==> src/rtl/core/lap5_pkg.sv <==
// shared types and constants of the five-point laplacian stencil
`default_nettype none
package lap5_pkg;

    localparam int SAMPLE_W    = 32;
    localparam int RESULT_W    = 35;
    localparam int OUT_TDATA_W = 40;
    localparam int RL_W        = 11;
    localparam int ROWS_W      = 16;
    localparam int ROW_CNT_W   = 17;
    localparam int CFG_IDX_W   = 2;
    localparam int CFG_DATA_W  = 16;
    localparam int OQ_DEPTH    = 3;
    localparam int OQ_PTR_W    = 2;
    localparam int OQ_CNT_W    = 2;

    localparam logic [CFG_IDX_W-1:0] REG_ROW_LENGTH  = 2'd0;
    localparam logic [CFG_IDX_W-1:0] REG_LOCAL_ROWS  = 2'd1;
    localparam logic [CFG_IDX_W-1:0] REG_LOWER_HALO  = 2'd2;
    localparam logic [CFG_IDX_W-1:0] REG_UPPER_HALO  = 2'd3;

    localparam logic [RL_W-1:0]   ROW_LENGTH_RST = 11'd1024;
    localparam logic [ROWS_W-1:0] LOCAL_ROWS_RST = 16'd1;

    // per-point control decoded when the sample is accepted
    typedef struct packed {
        logic produce;
        logic use_lower;
        logic use_upper;
        logic has_left;
        logic has_right;
        logic last;
    } t_pt_ctl;

    typedef struct packed {
        logic                last;
        logic [RESULT_W-1:0] result;
    } t_oq_entry;

    typedef struct packed {
        logic [OQ_CNT_W-1:0] count;
    } t_oq_stat;

    function automatic logic signed [RESULT_W-1:0] sext(input logic [SAMPLE_W-1:0] x);
        sext = {{(RESULT_W-SAMPLE_W){x[SAMPLE_W-1]}}, x};
    endfunction

endpackage
`default_nettype wire

==> src/rtl/core/lap5_outq.sv <==
// three-entry result queue between the datapath and the output channel
`default_nettype none
module lap5_outq (
    input  wire logic                               i_clk,
    input  wire logic                               i_rst_n,
    input  wire logic                               i_push,
    input  wire lap5_pkg::t_oq_entry                i_entry,
    input  wire logic                               i_tready,
    output logic                                    o_tvalid,
    output lap5_pkg::t_oq_entry                     o_entry,
    output logic                                    o_space,
    output lap5_pkg::t_oq_stat                      o_stat
);
    import lap5_pkg::*;

    t_oq_entry           r_data [OQ_DEPTH];
    logic [OQ_PTR_W-1:0] r_head;
    logic [OQ_PTR_W-1:0] r_tail;
    logic [OQ_CNT_W-1:0] r_count;
    logic                pop;

    function automatic logic [OQ_PTR_W-1:0] ptr_inc(input logic [OQ_PTR_W-1:0] p);
        ptr_inc = (p == OQ_PTR_W'(OQ_DEPTH - 1)) ? '0 : p + OQ_PTR_W'(1);
    endfunction

    assign o_tvalid     = (r_count != '0);
    assign o_entry      = r_data[r_head];
    assign pop          = o_tvalid && i_tready;
    assign o_stat.count = r_count;
    // room for a new sample counts the point still in the datapath
    assign o_space      = ({1'b0, r_count} + {{OQ_CNT_W{1'b0}}, i_push})
                          <= (OQ_CNT_W + 1)'(OQ_DEPTH - 1);

    always_ff @(posedge i_clk) begin
        if (!i_rst_n) begin
            r_head  <= '0;
            r_tail  <= '0;
            r_count <= '0;
        end else begin
            if (i_push) begin
                r_tail <= ptr_inc(r_tail);
            end
            if (pop) begin
                r_head <= ptr_inc(r_head);
            end
            if (i_push && !pop) begin
                r_count <= r_count + OQ_CNT_W'(1);
            end else if (!i_push && pop) begin
                r_count <= r_count - OQ_CNT_W'(1);
            end
        end
    end

    always_ff @(posedge i_clk) begin
        if (i_push) begin
            r_data[r_tail] <= i_entry;
        end
    end

endmodule
`default_nettype wire

==> config.mk <==
export PLATFORM = sky130hd
export DESIGN_NAME = lap5_outq
export DESIGN_NICKNAME = d
export VERILOG_FILES = /design/src/rtl/core/lap5_pkg.sv /design/src/rtl/core/lap5_outq.sv
export SDC_FILE = /design/constraint.sdc
export NUM_CORES = 1
export LEC_CHECK = 0
export CORE_UTILIZATION = 45
export CTS_CLUSTER_SIZE = 40
export DETAILED_ROUTE_END_ITERATION = 12
export DONT_BUFFER_PORTS = 1
export PLACE_DENSITY_LB_ADDON = 0.2
export SYNTH_ARGS = -nofsm -noshare
export SYNTH_HDL_FRONTEND = slang
export SYNTH_SLANG_ARGS = --single-unit
==> constraint.sdc <==
create_clock -name i_clk -period 4.2 [get_ports i_clk]
set_clock_uncertainty 0.05 [all_clocks]
set_input_delay 0.21 -clock i_clk [delete_from_list [all_inputs] [get_ports i_clk]]
set_output_delay 0.21 -clock i_clk [all_outputs]
set_load 0.05 [all_outputs]
==> run_results.csv <==
group,metric,value,unit
status,status,"finished, final reports clean",
synthesis,yosysTopAreaCellShare,0.744,
worst_setup_path,worstSetupEndpointType,"output port",
clocking,clock_sinks,116,
route,vias,2276,
worst_setup_path,cp-start-kind,"register",
min_path,min_to,"o_stat[1]",
min_path,min_from,"i_push",
pwr,ir_worst_vdd,0.350,mV
route,drt_iter0_drc,68,
synthesis,synth-main-ff-cell,"edfxtp_1",
sta,grt_setup_unrepaired,"no",
sta,hold_viol_final,0,
floorplanning,io_pins,80,
synthesis,synth-seq-cells,116,
place,dp_hpwl,4040,um
route,drc,0,
clocking,ctsHoldBuffers,40,
worst_setup_path,crit_type,"register to output port",
clocking,cts_tree,"done",
synthesis,ys_seq_area_frac,0.781,
clocking,clk_pin_slew,60,ps
pwr,power,3.70,mW
clocking,cts-resized-gates,0,
clocking,cts-buffers-inserted,17,
sta,relSlewSlack,0.217,
clocking,clk_latency,510,ps
route,wire_per_inst,16.0,um
min_path,whs_path_depth,3,
floorplanning,die_x,100,um
sta,final_max_slew_viol_count,0,
sta,setup_slack,1250,ps
finish,regArea,3410,sq um
finish,final_cells,457,
clocking,htreeDepth,4,
route,wl,7330,um
worst_setup_path,path_max_fanout,36,
synthesis,syn_nets,310,
finish,multiInputGateArea,900,sq um
synthesis,synth_edf_count,108,
clocking,cts_buffer_depth,2,
worst_setup_path,max_stage_delay,1110,ps
flow_run,drv_cap,0,
clocking,cts_setup_buffers,0,
place,gp_congestion,0.671,
worst_setup_path,cp_cell_sequence,"mux2i_1 > o21ai_1",
synthesis,syn_avg_cell_area,16.4,sq um
place,port-buffer-count,0,
floorplanning,die_y,100,um
synthesis,synthDistinctLibCells,24,
finish,nNetsFinal,359,
pwr,p_leak,1.80,nW
worst_setup_path,r2r-start,"r_tail[0]",
floorplanning,core,9330,sq um
global_routing,antenna_found_initial,0,
synthesis,synthTopCellsByCount,"108 x edfxtp_1, 39 x nand2_1, 36 x mux2i_1, 36 x o21ai_1, 8 x dfxtp_1",
floorplanning,die_area,10100,sq um
worst_setup_path,crit_slowest_cell,"dfxtp_2",
global_routing,overflow,0,
min_path,min_path_type,"input pin to register",
worst_setup_path,required,3940,ps
floorplanning,num_rows,35,
finish,drive_gt1_frac,0.119,
route,via_per_inst,4.98,
worst_setup_path,r2r_cells,2,
route,ant_nets,0,
synthesis,synth_cells,266,
finish,antenna_cells,0,
sta,period_share,0.703,
synthesis,synthTopCellsByArea,"edfxtp_1 74%, mux2i_1 8.3%, o21ai_1 4.1%, dfxtp_1 3.7%, nand2_1 3.4%",
synthesis,synth_top_cell_by_area,"edfxtp_1",
place,dp_cells,385,
worst_setup_path,ff2ff_setup_slack,2190,ps
sta,timing.setup.tns,0,ps
global_routing,grt_use_total,0.154,
pwr,powerDensity,671,nW/um^2
global_routing,first_global_vias,2209,
route,firstDrtPassIters,4,
worst_setup_path,crit_family,"flip-flops",
worst_setup_path,cp.buffers_inverters,0,
synthesis,yosys_warnings,0,
sta,finalSetupViolations,0,
worst_setup_path,cp.arrival,2690,ps
floorplanning,start_util,0.467,
synthesis,synth_area,4360,sq um
synthesis,yosysMostFrequentCell,"edfxtp_1",
sta,fmax,339,MHz
synthesis,synth-async-reset-ratio,0,
finish,area_growth_syn_to_layout,26.4,%
worst_setup_path,r2r-end,"r_data[0][22]",
finish,nFillCells,721,
global_routing,grt_pass1_wl,11100,um
place,place_ws,1740,ps
clocking,clock-root-buffer,"clkbuf_8",
sta,worst_pin_slew,1170,ps
sta,post-route-min-period,2950,ps
global_routing,grt_max_degree,47,
how the worst max path moves through the flow:
stage | start | endpoint | slack (ps) | depth (start not counted)
after floorplan | r_tail[0] | r_data[0][0] | 620 | 1
after global placement | register | o_entry[0] | 1740 | 2
after detailed placement | register | o_entry[0] | 1740 | 2
after CTS | register | o_entry[0] | 1170 | 2
after global routing | register | o_entry[0] | 1070 | 2
final | register | o_entry[0] | 1250 | 2
layout by cell type, fill, tap and decap left out:
| cell type | netlist | final |
|---|---|---|
| edfxtp_1 | 108 | 108 |
| dfxtp_1 | 8 | 6 |
| nor3b_2 | 0 | 1 |
| o21ai_1 | 36 | 36 |
| dlygate4sd3_1 | 0 | 40 |
| nor3b_1 | 2 | 1 |
| or3_1 | 2 | 2 |
| nor2b_1 | 2 | 2 |
| nor2_4 | 0 | 1 |
| o21ai_0 | 1 | 1 |
| clkbuf_8 | 0 | 1 |
| mux2i_1 | 36 | 36 |
| clkinv_4 | 0 | 2 |
| o21ai_2 | 1 | 1 |
| bufinv_16 | 0 | 4 |
| inv_1 | 2 | 2 |
| ha_1 | 4 | 4 |
| or3b_1 | 1 | 1 |
| xor2_1 | 1 | 1 |
| clkinv_1 | 0 | 1 |
| clkinv_2 | 0 | 1 |
| clkbuf_16 | 0 | 16 |
| xnor2_1 | 1 | 1 |
| o21a_1 | 2 | 2 |
| and3b_2 | 0 | 1 |
| buf_4 | 4 | 2 |
| or2_1 | 2 | 2 |
| dfxtp_2 | 0 | 2 |
| clkinvlp_4 | 0 | 3 |
| and2_1 | 1 | 1 |
| nand2_1 | 39 | 39 |
| a21boi_1 | 3 | 3 |
| inv_6 | 0 | 4 |
registers in the layout (all words and copies together), names as in the netlist, named ones only:
signal / cells
r_data: 108
r_tail: 2
r_head: 2
o_stat: 2
metal layers:
| metal | part of all wire | wire, um | global-route usage |
|---|---|---|---|
| met1 | 0.45 | 3320 | 0.189 |
| met2 | 0.49 | 3580 | 0.240 |
| met3 | 0.050 | 366 | 0.0627 |
| met4 | 0.0071 | 52 | 0.0702 |
| met5 | 0 | 0 | 0 |
worst min-delay path, delay by kind of cell:
family	cells	cell delay (ps)
AOI/OAI and AO/OA	1	50
adders and majority gates	1	150
and+or+nand+nor	1	120
cell type report:
class                   instances  share of cell area
flip-flops and latches        116               0.618
repair buffers                 42              0.0754
inverters                       2             0.00136
clock inverters                15              0.0370
clock buffers                  17              0.0752
well taps                     129              0.0293
multi-input cells             136               0.163
cells by family after synthesis:
| family | synth area share |
|---|---|
| compound gates | 0.0531 |
| xor+xnor | 0.00402 |
| fa+ha+maj | 0.0115 |
| buf+inv | 0.0158 |
| flops | 0.781 |
| mux | 0.0827 |
| simple gates | 0.0520 |
stage by stage:
step	area, sq um	utilization	hold WS [ps]
CTS	5510	0.590	0.340
global placement	4490	0.481	259
floorplan	4360	-	259
detailed placement	4490	0.481	259
global route	5510	0.590	38.6
finish	5510	0.590	23.2
where the power goes:
| part | switching [mW] | total, mW | internal (mW) |
|---|---|---|---|
| clock | 0.511 | 1.48 | 0.968 |
| sequential | 0.133 | 1.47 | 1.34 |
| combinational | 0.574 | 0.751 | 0.177 |
| total | 1.22 | 3.70 | 2.48 |
No activity file was read; power rests on OpenSTA's default activity.
