===== src/rtl/core/lap5_pkg.sv =====
// shared types and constants of the five-point laplacian stencil
`default_nettype none
package lap5_pkg;

    localparam int SAMPLE_W    = 32;
    localparam int RESULT_W    = 35;
    localparam int OUT_TDATA_W = 40;
    localparam int RL_W        = 11;
    localparam int ROWS_W      = 16;
    localparam int ROW_CNT_W   = 17;
    localparam int CFG_IDX_W   = 2;
    localparam int CFG_DATA_W  = 16;
    localparam int OQ_DEPTH    = 3;
    localparam int OQ_PTR_W    = 2;
    localparam int OQ_CNT_W    = 2;

    localparam logic [CFG_IDX_W-1:0] REG_ROW_LENGTH  = 2'd0;
    localparam logic [CFG_IDX_W-1:0] REG_LOCAL_ROWS  = 2'd1;
    localparam logic [CFG_IDX_W-1:0] REG_LOWER_HALO  = 2'd2;
    localparam logic [CFG_IDX_W-1:0] REG_UPPER_HALO  = 2'd3;

    localparam logic [RL_W-1:0]   ROW_LENGTH_RST = 11'd1024;
    localparam logic [ROWS_W-1:0] LOCAL_ROWS_RST = 16'd1;

    // per-point control decoded when the sample is accepted
    typedef struct packed {
        logic produce;
        logic use_lower;
        logic use_upper;
        logic has_left;
        logic has_right;
        logic last;
    } t_pt_ctl;

    typedef struct packed {
        logic                last;
        logic [RESULT_W-1:0] result;
    } t_oq_entry;

    typedef struct packed {
        logic [OQ_CNT_W-1:0] count;
    } t_oq_stat;

    function automatic logic signed [RESULT_W-1:0] sext(input logic [SAMPLE_W-1:0] x);
        sext = {{(RESULT_W-SAMPLE_W){x[SAMPLE_W-1]}}, x};
    endfunction

endpackage
`default_nettype wire


===== src/rtl/core/lap5_ctrl.sv =====
// configuration registers, column and row counters, per-point decode
`default_nettype none
module lap5_ctrl #(
    parameter int MAX_ROW_LENGTH = 1024
) (
    input  wire logic                                  i_clk,
    input  wire logic                                  i_rst_n,
    input  wire logic                                  i_cfg_we,
    input  wire logic [lap5_pkg::CFG_IDX_W-1:0]        i_cfg_idx,
    input  wire logic [lap5_pkg::CFG_DATA_W-1:0]       i_cfg_data,
    input  wire logic                                  i_accept,
    output logic      [$clog2(MAX_ROW_LENGTH)-1:0]     o_col,
    output lap5_pkg::t_pt_ctl                          o_ctl
);
    import lap5_pkg::*;

    localparam int AW = $clog2(MAX_ROW_LENGTH);
    localparam int LW = (AW + 1 > RL_W) ? AW + 1 : RL_W;

    logic [RL_W-1:0]      r_row_length;
    logic [ROWS_W-1:0]    r_local_rows;
    logic                 r_has_lower;
    logic                 r_has_upper;
    logic [AW-1:0]        r_col;
    logic [ROW_CNT_W-1:0] r_row;
    logic [AW-1:0]        n_col;
    logic [ROW_CNT_W-1:0] n_row;

    logic [LW-1:0]        rl_ext;
    logic [LW-1:0]        len;
    logic [LW-1:0]        c_ext;
    logic [ROWS_W-1:0]    rows;
    logic [ROW_CNT_W-1:0] top_row;
    logic                 row_end;
    logic                 upper;

    always_comb begin
        rl_ext = LW'(r_row_length);
        if (rl_ext == '0) begin
            len = LW'(1);
        end else if (rl_ext > LW'(MAX_ROW_LENGTH)) begin
            len = LW'(MAX_ROW_LENGTH);
        end else begin
            len = rl_ext;
        end
        // a column beyond a shortened row is taken as its last column
        c_ext   = (LW'(r_col) < len) ? LW'(r_col) : len - LW'(1);
        row_end = (c_ext == len - LW'(1));
        rows    = (r_local_rows == '0) ? ROWS_W'(1) : r_local_rows;
        top_row = {1'b0, rows} + ROW_CNT_W'(1);
        upper   = (r_row >= top_row);

        o_col             = c_ext[AW-1:0];
        o_ctl.produce     = (r_row >= ROW_CNT_W'(2));
        o_ctl.use_lower   = (r_row != ROW_CNT_W'(2)) || r_has_lower;
        o_ctl.use_upper   = !upper || r_has_upper;
        o_ctl.has_left    = (c_ext != '0);
        o_ctl.has_right   = !row_end;
        o_ctl.last        = upper && row_end;

        n_col = r_col;
        n_row = r_row;
        if (i_accept) begin
            if (row_end) begin
                n_col = '0;
                n_row = upper ? '0 : r_row + ROW_CNT_W'(1);
            end else begin
                n_col = c_ext[AW-1:0] + AW'(1);
            end
        end
    end

    always_ff @(posedge i_clk) begin
        if (!i_rst_n) begin
            r_row_length <= ROW_LENGTH_RST;
            r_local_rows <= LOCAL_ROWS_RST;
            r_has_lower  <= 1'b0;
            r_has_upper  <= 1'b0;
            r_col        <= '0;
            r_row        <= '0;
        end else begin
            r_col <= n_col;
            r_row <= n_row;
            if (i_cfg_we) begin
                unique case (i_cfg_idx)
                    REG_ROW_LENGTH: r_row_length <= i_cfg_data[RL_W-1:0];
                    REG_LOCAL_ROWS: r_local_rows <= i_cfg_data[ROWS_W-1:0];
                    REG_LOWER_HALO: r_has_lower  <= i_cfg_data[0];
                    REG_UPPER_HALO: r_has_upper  <= i_cfg_data[0];
                    default: ;
                endcase
            end
        end
    end

endmodule
`default_nettype wire


===== config.mk =====
export PLATFORM = sky130hd
export DESIGN_NAME = lap5_ctrl
export DESIGN_NICKNAME = d
export VERILOG_FILES = /design/src/rtl/core/lap5_pkg.sv /design/src/rtl/core/lap5_ctrl.sv
export SDC_FILE = /design/constraint.sdc
export NUM_CORES = 1
export LEC_CHECK = 0
export BUFFER_PORTS_ARGS = -buffer_cell sky130_fd_sc_hd__buf_2
export CORE_UTILIZATION = 55
export CTS_CLUSTER_DIAMETER = 80
export DETAILED_ROUTE_END_ITERATION = 7
export PLACE_DENSITY = 0.77
export SETUP_SLACK_MARGIN = 0.4
export SLEW_MARGIN = 20
export SYNTH_ARGS = -nofsm -noshare
export SYNTH_HDL_FRONTEND = slang
export SYNTH_SLANG_ARGS = --single-unit

===== constraint.sdc =====
create_clock -name i_clk -period 4.1 [get_ports i_clk]
set_clock_uncertainty 0.1 [all_clocks]
set_input_delay 0.205 -clock i_clk [delete_from_list [all_inputs] [get_ports i_clk]]
set_output_delay 0.205 -clock i_clk [all_outputs]
set_load 0.005 [all_outputs]

==> flow_summary.ini, run 1 <==
[setup_path]
crit_chain = and2_4 -> and3_4 -> and3_4 -> and4_4 -> and3_4 -> and3_4 -> nand3_2 -> xor2_1 -> ha_1 -> and4_4 -> o211ai_1 -> o21bai_4 -> and2_4 -> buf_6 -> or2_4 -> buf_6
cp.arrival_ps = 3390
crit_type = reg -> out
end_kind = output port
start_kind = flip-flop
cpMostUsedCell = and3_4
cp_max_fo = 4
required_ps = 3800
crit_buf_inv = 2
cp_top_family = simple AND/OR/NAND/NOR gates
max_stage_delay_ps = 350
critPathSlowestCell = dfxtp_2

[logic_synthesis]
synthArstFlopShare = 0
yosysSeqAreaShare = 0.265
ys_types = 62
yosys_register_bits = 56
yosys_warnings = 0
netlist.area_leader.share = 0.265
synth.area.top_cells = dfxtp_1, ha_1, nand2_1
syn_nets = 595
synth.avg_cell_area_sq_um = 7.81
syn_inst = 542
yosysTopAreaCell = dfxtp_1
netlist_area_sq_um = 4230
synthFlopType = dfxtp_1
synth_edf_count = 0

[power]
p_comb_frac = 0.319
sw_frac_of_total = 0.351
clock_power_share = 0.241
max-vdd-ir-drop_uv = 162
power_mw = 1.39
seqPwrFrac = 0.440
netSwitchingPower_uw = 486
power_density_nw_per_um2 = 283
power.leakage_nw = 1.91
p_int_uw = 899

[final_layout]
final_util = 0.668
antenna_cells = 0
final_common_cell = nand2_1
fill_cells = 617
drive_above_1_share = 0.203
mostFrequentLayoutCells = nand2_1, dfxtp_1, a21oi_1, buf_2, nor2_1
nets = 644
area_growth_syn_to_layout_pct = 15.7
finalNonFillerCells = 691

[sta]
max_freq_ghz = 0.270
hold_violations = 0
final-max-slew-violation-count = 0
maxSlewHeadroom = 0.321
finalSetupViolCount = 0
post-route-min-period_ps = 3700
period_share = 0.902
rsz0062_at_grt = yes
worstMarginPinSlew_ps = 1010
setup_tns_ps = 0

[clocking]
cts_buffer_depth = 2
clk_latency_ps = 330
clk_pin_slew_ps = 110
htree_levels = 2
cts_made_buffers = 5
cts-root-buf = clkbuf_8
clock-sinks = 56
cts_tree = built

[placement]
dp.cells = 665
dpl.hpwl_mm = 8.04
port_buffers = 37
gp_congestion = 0.864

[global_route]
grt_usage = 0.284
grt_pass1_vias = 3964
grt_overflow_total = 0
grt_pass1_wl_mm = 19.1
antenna_found_initial = 0
grt_max_degree = 44

[flow_run]
maxCapViolations = 0

[detailed_routing]
routed_wl_mm = 11.5
routed.top_layer = met4
drt-initial-drc-count = 310
m1WireLength_mm = 4.86
viasPerCell = 6.20
first_pass_iters = 5
wl_met3_um = 590
vias = 4283
ant_nets = 0
drc = 0
post_drt_wl_per_cell_um = 16.6
wl_met2_mm = 5.74

[floorplanning]
rows = 31
core_area_sq_um = 7330
dieArea_sq_um = 8050
initial_utilization = 0.578
die_w_um = 89.7
die_y_um = 89.7
num_io_pins = 38

[hold_path]
hold_path.class = in -> reg

[outcome]
status = finished clean
worst min-delay path, delay by kind of cell:
| kind | cells | cell delay, ps |
|---|---|---|
| simple gates | 1 | 50 |
| compound gates | 1 | 50 |
| buf+inv | 1 | 100 |
cell families (layout without fill, tap and decap cells):
logic type,count (synthesis),count (layout),synth area share
buffers and inverters,49,99,0.0473
adders and majority gates,31,31,0.0916
and+or+nand+nor,231,231,0.284
DFF,56,56,0.265
xor gates and xnor gates,29,29,0.0600
AOI/OAI and AO/OA,124,124,0.200
muxes,22,22,0.0529
stage by stage:
step                hold slack [ps]  instance area (sq um)  worst slack [ps]
finish                         11.3                   4900               401
CTS                            10.5                   4750               379
floorplan                       229                   4270               400
global route                   8.18                   4900               264
detailed placement              352                   4570               203
global placement                346                   4570               349
worst paths after layout:
path         cells past startpoint            start          endpoint  slack [ps]
max                             16  r_local_rows[1]          o_ctl[3]         400
min                              3   i_cfg_data[14]  r_local_rows[14]          10
max reg2reg                     16  r_local_rows[1]         r_row[12]         430
min reg2reg                      2  r_local_rows[8]   r_local_rows[8]         420
area by class of cell:
cell class,instances,area (sq um),area share
multi-input combinational,437,3030,0.618
sequential,56,1120,0.229
timing repair buffer,69,443,0.0904
tap,99,124,0.0253
inverter,22,86.3,0.0176
clock buffer,5,68.8,0.0140
clock inverter,3,27.5,0.00562
state kept, by name (all words and copies together) (netlist names):
register,flops
r_has_upper,1
r_col,10
r_has_lower,1
r_row,17
r_row_length,11
r_local_rows,16
power groups by stage:
stage,Combinational (mW),Clock (mW),Sequential [mW]
floorplan,0.289,0,0.602
global placement,0.391,0,0.618
detailed placement,0.401,0,0.620
CTS,0.414,0.337,0.607
global route,0.491,0.355,0.613
finish,0.442,0.334,0.609
routing by layer:
metal  global-route usage  vias to the layer above
li1                     -                     2074
met1                0.353                     2038
met2                0.503                      146
met3               0.0305                       25
met4                0.105                        0
met5                    0                        -
cell usage after synthesis (3+ instances only):
master,number
a21boi_0,4
nor2_1,35
nand2_1,77
xnor2_1,16
o21ai_0,21
nor4_1,9
nand3_1,23
mux2_2,3
nand4_1,9
and3_1,13
or2_2,5
o21a_1,4
o22ai_1,8
and4_1,6
clkbuf_1,20
a21oi_1,44
and2_1,4
inv_1,22
buf_1,4
mux2i_1,19
or3_1,16
nand3b_1,8
a32o_1,8
nor3_1,6
o31ai_1,3
xor2_1,13
dfxtp_1,56
o211ai_1,7
nand2b_1,4
ha_1,31
timing repair:
item / 4_1_cts / 5_1_grt
pin swaps: 3 / 9
setup endpoints to repair: 16 / 23
resized for setup: 9 / 18
gates cloned: 0 / 0
hold buffers: 0 / 0
buffers inserted: 8 / 10
Note: power is estimated with default switching activity, not from simulation.
==> run 2: changes to the inputs <==
CORE_UTILIZATION = 60   (was 55)
GPL_ROUTABILITY_DRIVEN = 0   (was unset)
PLACE_DENSITY = 0.79   (was 0.77)
clock period = 4.55 ns   (was 4.1 ns; I/O delays follow)
==> flow_summary.ini, run 2 (synthesis gave the netlist of run 1 again) <==
[outcome]
status = finished clean

[detailed_routing]
routed_wl_mm = 10.4
vias = 4124
first_pass_iters = 5
viasPerCell = 6.21
ant_nets = 0
drt-initial-drc-count = 296
post_drt_wl_per_cell_um = 15.7
drc = 0

[final_layout]
drive_above_1_share = 0.144
largest_reg_flops = 17
ff_latch_area_sq_um = 1120
mostFrequentLayoutCells = nand2_1, dfxtp_1, a21oi_1, buf_2, nor2_1
antenna_cells = 0
top_regs = r_row x17, r_local_rows x16, r_row_length x11
final_common_cell = nand2_1
largest_register = r_row
multi_input_area_sq_um = 2940
nets = 621
final_util = 0.679
area_growth_syn_to_layout_pct = 8.89
fill_cells = 593

[sta]
rsz0062_at_grt = no
post-route-min-period_ps = 4000
max_freq_ghz = 0.250
period_share = 0.879
finalSetupViolCount = 0
setup_tns_ps = 0
maxSlewHeadroom = 0.275
hold_violations = 0
worstMarginPinSlew_ps = 1080
final-max-slew-violation-count = 0

[clocking]
cts-root-buf = clkbuf_8
cts_buffer_depth = 2
clk_pin_slew_ps = 100
clock-sinks = 56
clk_latency_ps = 320
postCtsSetupRepairBufs = 0
cts_tree = built
htree_levels = 2
cts_made_buffers = 5

[setup_path]
max_stage_delay_ps = 370
cp_top_family = simple AND/OR/NAND/NOR gates
crit_chain = and2_4 -> and3_4 -> and3_2 -> and4_4 -> and3_4 -> and3_1 -> nand2_1 -> xor2_1 -> ha_1 -> a21o_1 -> a21o_1 -> a221oi_1 -> and2_1 -> buf_6 -> or2_2 -> buf_2
critPathSlowestCell = dfxtp_2
start_kind = flip-flop
cp_max_fo = 16
rrSetupSlack_ps = 660
end_kind = output port
cp.arrival_ps = 3670
required_ps = 4220
crit_type = reg -> out
crit_buf_inv = 2

[hold_path]
hold_path.class = in -> reg

[global_route]
grt_max_degree = 49
grt_pass1_vias = 3612
antenna_found_initial = 0
grt_usage = 0.289
grt_pass1_wl_mm = 17.2
grt_overflow_total = 0

[placement]
port_buffers = 37
dpl.hpwl_mm = 7.77

[floorplanning]
die_w_um = 86.0
dieArea_sq_um = 7400
core_area_sq_um = 6790
num_io_pins = 38
die_y_um = 86.0
initial_utilization = 0.623
rows = 30

[power]
max-vdd-ir-drop_uv = 162
power.leakage_nw = 1.76
power_density_nw_per_um2 = 255

[flow_run]
maxCapViolations = 0
[run 2: cell types whose count changed in the layout (fill, tap and decap cells not counted), sizes merged]
cell,before,now
buf,69,46
inv,22,21
[run 2: worst min-delay path, delay by kind of cell]
family	cells	cell delay, ps
buffers and inverters	1	90
AND/OR/NAND/NOR	1	40
AO/OA/AOI/OAI	1	50
[run 2: stage by stage]
step           cell area, sq um  hold WS (ps)  power (mW)  setup slack (ps)  cells
2_1_floorplan              4230           251       0.801               610    542
3_3_place_gp               4490           367       0.898               604    657
3_5_place_dp               4490           377       0.907               458    657
4_1_cts                    4580          36.9        1.18               400    664
5_1_grt                    4610          36.5        1.25               383    664
6_report                   4610          35.1        1.18               552    664
[run 2: where the power goes]
| part | total, mW | internal [mW] | switching [mW] |
|---|---|---|---|
| Sequential | 0.548 | 0.510 | 0.0375 |
| Combinational | 0.355 | 0.158 | 0.197 |
| Clock | 0.274 | 0.105 | 0.169 |
| Total | 1.18 | 0.773 | 0.404 |
[run 2: layout make-up]
type                       instances  area share
clock buffer                       5      0.0149
clock inverter                     2     0.00271
inverter                          22      0.0187
multi-input combinational        437       0.638
sequential                        56       0.244
tap                               96      0.0261
timing repair buffer              46      0.0556
[run 2: final timing paths]
path / end / start / depth (start not counted)
hold reg to reg: r_local_rows[1] / r_local_rows[1] / 2
hold / removal: r_local_rows[12] / i_cfg_data[12] / 3
setup / recovery: o_ctl[3] / r_local_rows[0] / 16
setup reg to reg: r_row[12] / r_local_rows[0] / 16
[run 2: layer usage]
metal	global-route usage	wire length, um
met1	0.367	4500
met3	0.0500	499
met4	0.0788	210
met2	0.502	5180
met5	0	0
[run 2: repair_timing]
action	in CTS	in global routing
setup endpoints to repair	1	19
endpoints found under the hold margin	0	0
hold buffers	0	0
resized for setup	1	10
==> run 3: changes to the inputs <==
CORE_UTILIZATION = 47   (was 60)
PLACE_DENSITY = 0.64   (was 0.79)
clock period = 4.25 ns   (was 4.55 ns; I/O delays follow)
==> flow_summary.ini, run 3 (synthesis gave the netlist of run 1 again) <==
[outcome]
status = finished clean

[final_layout]
final_common_cell = nand2_1
finalNonFillerCells = 691
ff_latch_area_sq_um = 1130
antenna_cells = 0
top_regs = r_row x17, r_local_rows x16, r_row_length x11
mostFrequentLayoutCells = nand2_1, dfxtp_1, a21oi_1, buf_2, nor2_1
fill_cells = 853
largest_reg_flops = 17
final_util = 0.558
area_growth_syn_to_layout_pct = 15.0
nets = 635
drive_above_1_share = 0.192
multi_input_area_sq_um = 3020
largest_register = r_row

[global_route]
grt_pass1_vias = 3794
gr-usage-met2 = 0.399
grt_overflow_total = 0
grt_pass1_wl_mm = 18.3
grt_busiest_layer = met2
grt_max_degree = 49
antenna_found_initial = 0
grt_util_met1 = 0.306
grt_usage = 0.235
use_met3 = 0.0318

[clocking]
clk_pin_slew_ps = 110
clk_latency_ps = 320
htree_levels = 2
cts_made_buffers = 5
cts_tree = built
cts-root-buf = clkbuf_8
clock-sinks = 56
cts_buffer_depth = 2

[setup_path]
cpMostUsedCell = and3_4
cp.arrival_ps = 3440
crit_buf_inv = 2
cp_max_fo = 4
crit_type = reg -> out
critPathSlowestCell = dfxtp_2
rrSetupSlack_ps = 520
required_ps = 3940
r2r-end = r_row[12]
ff2ff_path_depth = 16
r2r-start = r_local_rows[1]
crit_chain = and2_4 -> and3_4 -> and3_4 -> and4_4 -> and3_4 -> and3_4 -> nand3_2 -> xor2_1 -> ha_1 -> and4_4 -> o211ai_1 -> o21bai_4 -> and2_4 -> buf_6 -> or2_4 -> buf_6
end_kind = output port
cp_top_family = simple AND/OR/NAND/NOR gates
max_stage_delay_ps = 340
start_kind = flip-flop

[sta]
hold_violations = 0
setup_tns_ps = 0
hold_slack_ps = 17.1
max_freq_ghz = 0.266
period_share = 0.883
post-route-min-period_ps = 3750
final-max-slew-violation-count = 0
rsz0062_at_grt = yes
maxSlewHeadroom = 0.516
worstMarginPinSlew_ps = 726
finalSetupViolCount = 0

[power]
max-vdd-ir-drop_uv = 153
seqPwrFrac = 0.426
power.leakage_nw = 1.86
power_density_nw_per_um2 = 283
p_int_uw = 931
clock_power_share = 0.272
netSwitchingPower_uw = 447
sw_frac_of_total = 0.324
p_comb_frac = 0.302
power_mw = 1.38

[detailed_routing]
routed_wl_mm = 11.1
vias = 4043
ant_nets = 0
viasPerCell = 5.85
post_drt_wl_per_cell_um = 16.0
drt-initial-drc-count = 186
drc = 0
first_pass_iters = 5

[placement]
dpl.hpwl_mm = 8.17
port_buffers = 37
dp.cells = 670

[hold_path]
hold_path_depth = 3
hp-start = i_cfg_data[14]
hold_path.class = in -> reg
hold_end = r_local_rows[14]

[flow_run]
maxCapViolations = 0

[floorplanning]
num_io_pins = 38
rows = 34
core_area_sq_um = 8720
dieArea_sq_um = 9390
die_w_um = 96.9
die_y_um = 96.9
initial_utilization = 0.486
-- run 3: worst min-delay path, stage by stage --
cell and delay (ps):
buf_2 100, nand2_1 40, a21oi_1 50
-- run 3: repair_timing --
item / in CTS / in global routing
buffers inserted: 4 / 8
hold buffers: 0 / 0
pin swaps: 1 / 4
resized for setup: 9 / 27
endpoints found under the setup margin: 20 / 21
cloned: 0 / 1
-- run 3: worst max path at each step --
stage	startpoint	to	slack, ps	cells after the start
floorplan	r_local_rows[0]	r_row[11]	420	18
global placement	r_local_rows[0]	r_row[9]	310	16
detailed placement	r_local_rows[0]	r_row[9]	130	16
CTS	r_local_rows[1]	o_ctl[3]	330	16
global route	r_local_rows[0]	o_ctl[3]	330	16
finish	r_local_rows[1]	o_ctl[3]	500	16
-- run 3: metal layers --
metal  wire length, um  up-vias
met5                 0        -
met4               263        0
met3               440       18
met2              5350       79
met1              5000     1884
li1                  -     2062
-- run 3: cell type report --
| cell class | count | area share |
|---|---|---|
| timing repair inverter | 1 | 0.00103 |
| tap | 108 | 0.0277 |
| timing repair buffer | 59 | 0.0766 |
| clock inverter | 2 | 0.00797 |
| inverter | 22 | 0.0177 |
| multi-input combinational | 437 | 0.621 |
| clock buffer | 6 | 0.0170 |
| sequential | 56 | 0.231 |
-- run 3: metrics by stage --
step	instance area (sq um)	setup WS (ps)
4_1_cts	4700	331
6_report	4870	497
3_3_place_gp	4520	312
2_1_floorplan	4240	422
5_1_grt	4870	332
3_5_place_dp	4520	133
-- run 3: power by group through the flow --
stage | registers (mW) | clock network (mW) | logic [mW]
floorplan | 0.580 | 0 | 0.278
CTS | 0.586 | 0.389 | 0.392
detailed placement | 0.598 | 0 | 0.381
global route | 0.592 | 0.405 | 0.461
global placement | 0.597 | 0 | 0.374
finish | 0.588 | 0.375 | 0.415
